**config.mk**
```make
export PLATFORM = sky130hd
export DESIGN_NAME = uds_cell
export DESIGN_NICKNAME = d
export VERILOG_FILES = /design/src/hdl/assert_macros.svh /design/src/hdl/uds_pkg.sv /design/src/hdl/uds_cell.sv
export SDC_FILE = /design/constraint.sdc
export NUM_CORES = 1
export LEC_CHECK = 0
export BUFFER_PORTS_ARGS = -buffer_cell sky130_fd_sc_hd__buf_2
export CELL_PAD_IN_SITES_DETAIL_PLACEMENT = 1
export CELL_PAD_IN_SITES_GLOBAL_PLACEMENT = 1
export CORE_ASPECT_RATIO = 1.4
export CORE_MARGIN = 2
export CORE_UTILIZATION = 33
export CTS_CLUSTER_SIZE = 40
export DETAILED_ROUTE_END_ITERATION = 8
export MAX_ROUTING_LAYER = met4
export PLACE_DENSITY = 0.87
export SYNTH_ARGS = -nofsm -noshare
export SYNTH_HDL_FRONTEND = slang
export SYNTH_SLANG_ARGS = --single-unit
```
**constraint.sdc**
```tcl
create_clock -name clk -period 4.62 [get_ports clk]
set_input_delay 0 -clock clk [delete_from_list [all_inputs] [get_ports clk]]
set_output_delay 0 -clock clk [all_outputs]
set_load 0.005 [all_outputs]
```
**src/hdl/assert_macros.svh**
```systemverilog
// assertion helpers, sampled on clk and disabled while rst_n is low
`ifndef ASSERT_MACROS_SVH
`define ASSERT_MACROS_SVH

`define ASSERT_PROP(lbl, prop, msg) \
  lbl: assert property (@(posedge clk) disable iff (!rst_n) prop) else $error(msg);

`define ASSERT_NEVER(lbl, cond, msg) \
  `ASSERT_PROP(lbl, !(cond), msg)

`endif

```
**src/hdl/uds_pkg.sv**
```systemverilog
`default_nettype none
package uds_pkg;

  localparam int KEY_W        = 32;
  localparam int CAPACITY_DEF = 64;

  typedef logic signed [KEY_W-1:0] key_t;

  typedef struct packed {
    logic ins;
    logic drain;
    key_t key;
  } cell_ctrl_t;

  typedef enum logic [1:0] {
    ST_COLLECT = 2'b01,
    ST_DRAIN   = 2'b10
  } state_t;

endpackage
`default_nettype wire

```
**src/hdl/uds_cell.sv**
```systemverilog
`default_nettype none
module uds_cell (
  input  wire                clk,
  input  wire                rst_n,
  input  uds_pkg::cell_ctrl_t ctrl,
  input  wire                left_gt,
  input  uds_pkg::key_t      left_key,
  input  wire                left_valid,
  input  uds_pkg::key_t      right_key,
  input  wire                right_valid,
  output uds_pkg::key_t      key_o,
  output logic               valid_o,
  output logic               gt_o,
  output logic               eq_o
);
  import uds_pkg::*;

  key_t key_r;
  key_t key_nxt;
  logic valid_r;
  logic valid_nxt;

  assign gt_o    = valid_r && (key_r > ctrl.key);
  assign eq_o    = valid_r && (key_r == ctrl.key);
  assign key_o   = key_r;
  assign valid_o = valid_r;

  always_comb begin
    priority if (ctrl.drain) begin
      key_nxt   = right_key;
      valid_nxt = right_valid;
    end else if (ctrl.ins && !gt_o) begin
      if (left_gt) begin
        key_nxt   = ctrl.key;
        valid_nxt = 1'b1;
      end else begin
        key_nxt   = left_key;
        valid_nxt = left_valid;
      end
    end else begin
      key_nxt   = key_r;
      valid_nxt = valid_r;
    end
  end

  always_ff @(posedge clk) begin
    key_r <= key_nxt;
    if (!rst_n) begin
      valid_r <= 1'b0;
    end else begin
      valid_r <= valid_nxt;
    end
  end

endmodule
`default_nettype wire

```
# Yosys cells after proc, flatten, opt, wreduce, memory -nomap -nowiden
# Index checks and enable logic that the tools add are counted.
[totals]
reg_bits = 33
inputBits = 103
out_inout_bits = 35
word_cells = 15
[classes]
n_reduce_logical = 5
n_lt_le_gt_ge = 1
eq_ne = 1
muxes = 6
[ops]
columns = ["op", "count"]
rows = [
  ["32-bit two-way mux", 3],
  ["32-bit equality test", 1],
  ["32-bit > comparator", 1],
  ["1-bit logical AND", 3],
  ["1-bit two-way mux", 3],
  ["2-bit nonzero test", 1],
  ["1-bit logical NOT", 1],
]

# Depth between registers and ports, before layout
[depth]
depth_word = 6
depth_mapped = 9

# Worst setup path after synthesis
# No wires, ideal clock.
[synth_timing]
path_kind = "flip-flop to flip-flop"
from = "reg key_r[31] (netlist: key_o[31])"
to = "reg key_r[0] (netlist: key_o[0]), enable pin"
t_arrival_ns = 3.279
required_time_ns = 4.199
slack_ns = 0.920
setup_time_ns = 0.421
path_buffers = 0
path_stages_with_launch = 8
cell_sequence = "edfxtp_1 -> ha_1 -> nand4_2 -> or4_4 -> o21ai_4 -> nor3b_2 -> o2bb2ai_2 -> a211oi_2"
[synth_via]
elab_chain_len = 5
[synth_lines]
columns = ["element", "line_no", "text"]
rows = [
  ["start: declaration", "uds_cell.sv:18", "key_t key_r;"],
  ["start signal: assignment", "uds_cell.sv:47", "key_r <= key_nxt;"],
  ["32-bit > comparator", "uds_cell.sv:23", "assign gt_o = valid_r && (key_r > ctrl.key);"],
  ["1-bit logical AND", "uds_cell.sv:23", ""],
  ["1-bit logical NOT", "uds_cell.sv:32", "end else if (ctrl.ins && !gt_o) begin"],
  ["1-bit logical AND", "uds_cell.sv:32", ""],
  ["2-bit nonzero test (no line)", "--", ""],
]
# Every way passes these cells.
# A chain may end at the register's enable or synchronous reset.

# Final worst setup path
[layout_timing]
from = "reg key_r[31] (netlist: key_o[31])"
to = "reg key_r[20] (netlist: key_o[20]), enable pin"
# Same word-level chain as after synthesis.

==> run metrics <==
Worst setup SP type register; vias per cell 4.92; TritonCTS clock tree yes; CP endpoint kind register; number of global-route vias before repair approximately 2800; Worst-path clk slew ~0.07 ns; # setup viols final 0; Final ANT Viol Nets 0; fmax ~300 MHz; Final TNS setup 0 ns; r2r startpoint key_o[31]$_DFFE_PP_; Worst path slowest cell or4_4; Ports 138; ant diodes 0; count leader, synth nand2_1; GRT Overall Usage 19.3%; cell chain of the critical path ha_1 -> nand4_2 -> or4_4 -> o21ai_4 -> nor3b_2 -> o2bb2ai_2 -> a211oi_4 -> buf_4; die area ~0.0086 mm²; Worst Path Required approximately 4.6 ns; Worst slew margin 33.1%; cell family contributing the most delay on the critical path compound AO/OA/AOI/OAI gates; HP Class input pin to register; status finished with violations; total stage count of the critical path 8; CTS Buf Count 5; PortBufs approximately 140; clk sinks 33; Yosys cell types 31; crit share post-route 72.2%; worst-margin pin slew 1.00 ns; routed vias 2529; CP max stage delay ~0.6 ns; Slew Viols, Final 0; global route overflow 0; Worst Setup EP key_o[20]$_DFFE_PP_; initial antenna violation count 0; synth cell count leaders nand2_1 (40), o21ai_0 (35), inv_1 (33), mux2i_1 (33); Final min period 3.34 ns; residual DRC count 0; CTS Buffer Depth 2; sequential share of the synthesized area about 38%; average cell area after synthesis 9.60 µm²; Die Span Y 109 µm; Pre-Repair DR Iteration Count 4; flip-flop and latch count after synthesis 33; Power Dens Cells 257 mW/mm²; Reg2Reg Setup Slack between 1 and 1.5 ns; top post-synthesis cells by area edfxtp_1 (37%), ha_1 (15%), mux2i_1 (13%); Post-layout nets ~550; Main synth FF type edfxtp_1; max-cap violations 0; core footprint 0.00765 mm²; num rows 38; Reg-to-Reg End key_o[20]$_DFFE_PP_; Critical Path AT approximately 3.3 ns; Buf/Inv on CP 1; first-pass GRT wire length 12500 µm; CTS resizes 0; crit-path max FO 24; root buf cell clkbuf_8; failing checks hold timing; Post-synth EDFFs 32; leading area contributor after synthesis edfxtp_1; Mapped Nets a little over 400; P&R area growth vs syn 37.0%; layout cells sized above 1 a little over a third; final wirelength 7780 µm; Mapped Cells 269; worst setup path startpoint key_o[31]$_DFFE_PP_; Ys Warns 0; Initial DRC Count 68; Setup Crit Path Kind register to register; Worst R2R Path Depth 8; H-tree depth 2; leakage power 0.00185 µW; HPWL Detailed about 6300 µm; VDD IR-drop max roughly 150 µV; hold_ws -0.00193 ns; Fin. Hold Viols 2; ys async rst share 0%; DIE WIDTH just under 80 µm; Starting Density between 30% and 40%; mean routed wirelength per cell ~15 µm; GP Congestion 0.775; largest net degree at the start of global routing 70; RSZ-0062 raised after global routing no; share of the synthesized area in the top cell type between 30% and 40%; fillers about 950; Synth Cell Area around 0.0026 mm²; Final Skew about 0.011 ns; Clk Latency, worst-skew pair ~0.29 ns
[worst min-delay path by stage]
stage | from | end | slack (ns) | depth (start not counted)
2_1_floorplan | rst_n | valid_o$_SDFFE_PN0P_ | 0.15 | 2
3_3_place_gp | rst_n | valid_o$_SDFFE_PN0P_ | 0.26 | 3
3_5_place_dp | right_key[6] | key_o[6]$_DFFE_PP_ | 0.29 | 3
4_1_cts | right_key[4] | key_o[4]$_DFFE_PP_ | 0.0004 | 3
5_1_grt | right_key[12] | key_o[12]$_DFFE_PP_ | 0.003 | 3
6_report | right_key[12] | key_o[12]$_DFFE_PP_ | -0.002 | 3
[per-layer routing]
| layer | GRT usage (%) | wire (µm) | share of wire [%] |
|---|---|---|---|
| met1 | 18.0 | 2740 | 35 |
| met2 | 38.3 | 4430 | 57 |
| met3 | 3.89 | 432 | 5.6 |
| met4 | 6.77 | 180 | 2.3 |
| met5 | - | 0 | 0 |
[cell families (layout without fill, tap and decap cells)]
kind of cell | after synthesis | after routing | synth area share [%]
simple gates | 64 | 64 | 12.1
compound gates | 62 | 62 | 14.3
buf+inv | 44 | 189 | 6.97
mux | 33 | 33 | 12.8
flops | 33 | 33 | 38.0
fa+ha+maj | 32 | 32 | 15.5
xor+xnor | 1 | 1 | 0.339
[flip-flops by register name (all words and copies together) (netlist names)]
name / flops
valid_o: 1
key_o: 32
[tightest hold or removal path, cell delays in order]
cell	delay, ns
buf_2	0.07
nand2_1	0.04
o21ai_0	0.06
[cells in the final DEF (no fill, tap or decap), types with 2 or more instances in the layout]
master / count
buf_2: 137
nand2_1: 40
o21ai_0: 35
inv_1: 33
mux2i_1: 33
ha_1: 32
edfxtp_1: 32
a21oi_1: 14
dlygate4sd3_1: 9
clkbuf_8: 6
nand3_1: 5
nand4_1: 4
and4_1: 4
nor2_1: 4
o21a_1: 3
nor4_1: 2
a21o_1: 2
clkbuf_1: 2
buf_4: 2
[metrics by stage]
stage / utilization (%) / worst slack (ns) / std cells / instance area, µm² / total power (µW)
floorplan: - / 0.920 / 269 / 2580 / 549
global placement: 43.9 / 1.39 / 497 / 3360 / 665
detailed placement: 43.9 / 1.21 / 497 / 3360 / 687
CTS: 46.1 / 1.19 / 513 / 3530 / 920
global route: 46.3 / 1.03 / 514 / 3540 / 969
finish: 46.3 / 1.28 / 514 / 3540 / 909
[cell type report]
| class | count | area (µm²) | share of cell area (%) |
|---|---|---|---|
| timing repair buffer | 148 | 791 | 22.3 |
| tap | 100 | 125 | 3.53 |
| clock buffer | 8 | 90.1 | 2.54 |
| multi-input combinational | 192 | 1430 | 40.4 |
| sequential | 33 | 981 | 27.7 |
| inverter | 33 | 124 | 3.50 |
[report_power, final]
part | switching, µW | leakage (µW) | total, µW | internal (µW)
clock | 106 | 0.0000455 | 227 | 122
sequential | 20.5 | 0.000338 | 396 | 376
combinational | 149 | 0.00146 | 285 | 136
total | 275 | 0.00185 | 909 | 634
[repair_timing]
action,4_1_cts,5_1_grt
hold buffers,8,1
endpoints found under the hold margin,8,1
buffers inserted,0,0
Note: power is estimated with default switching activity, not from simulation.
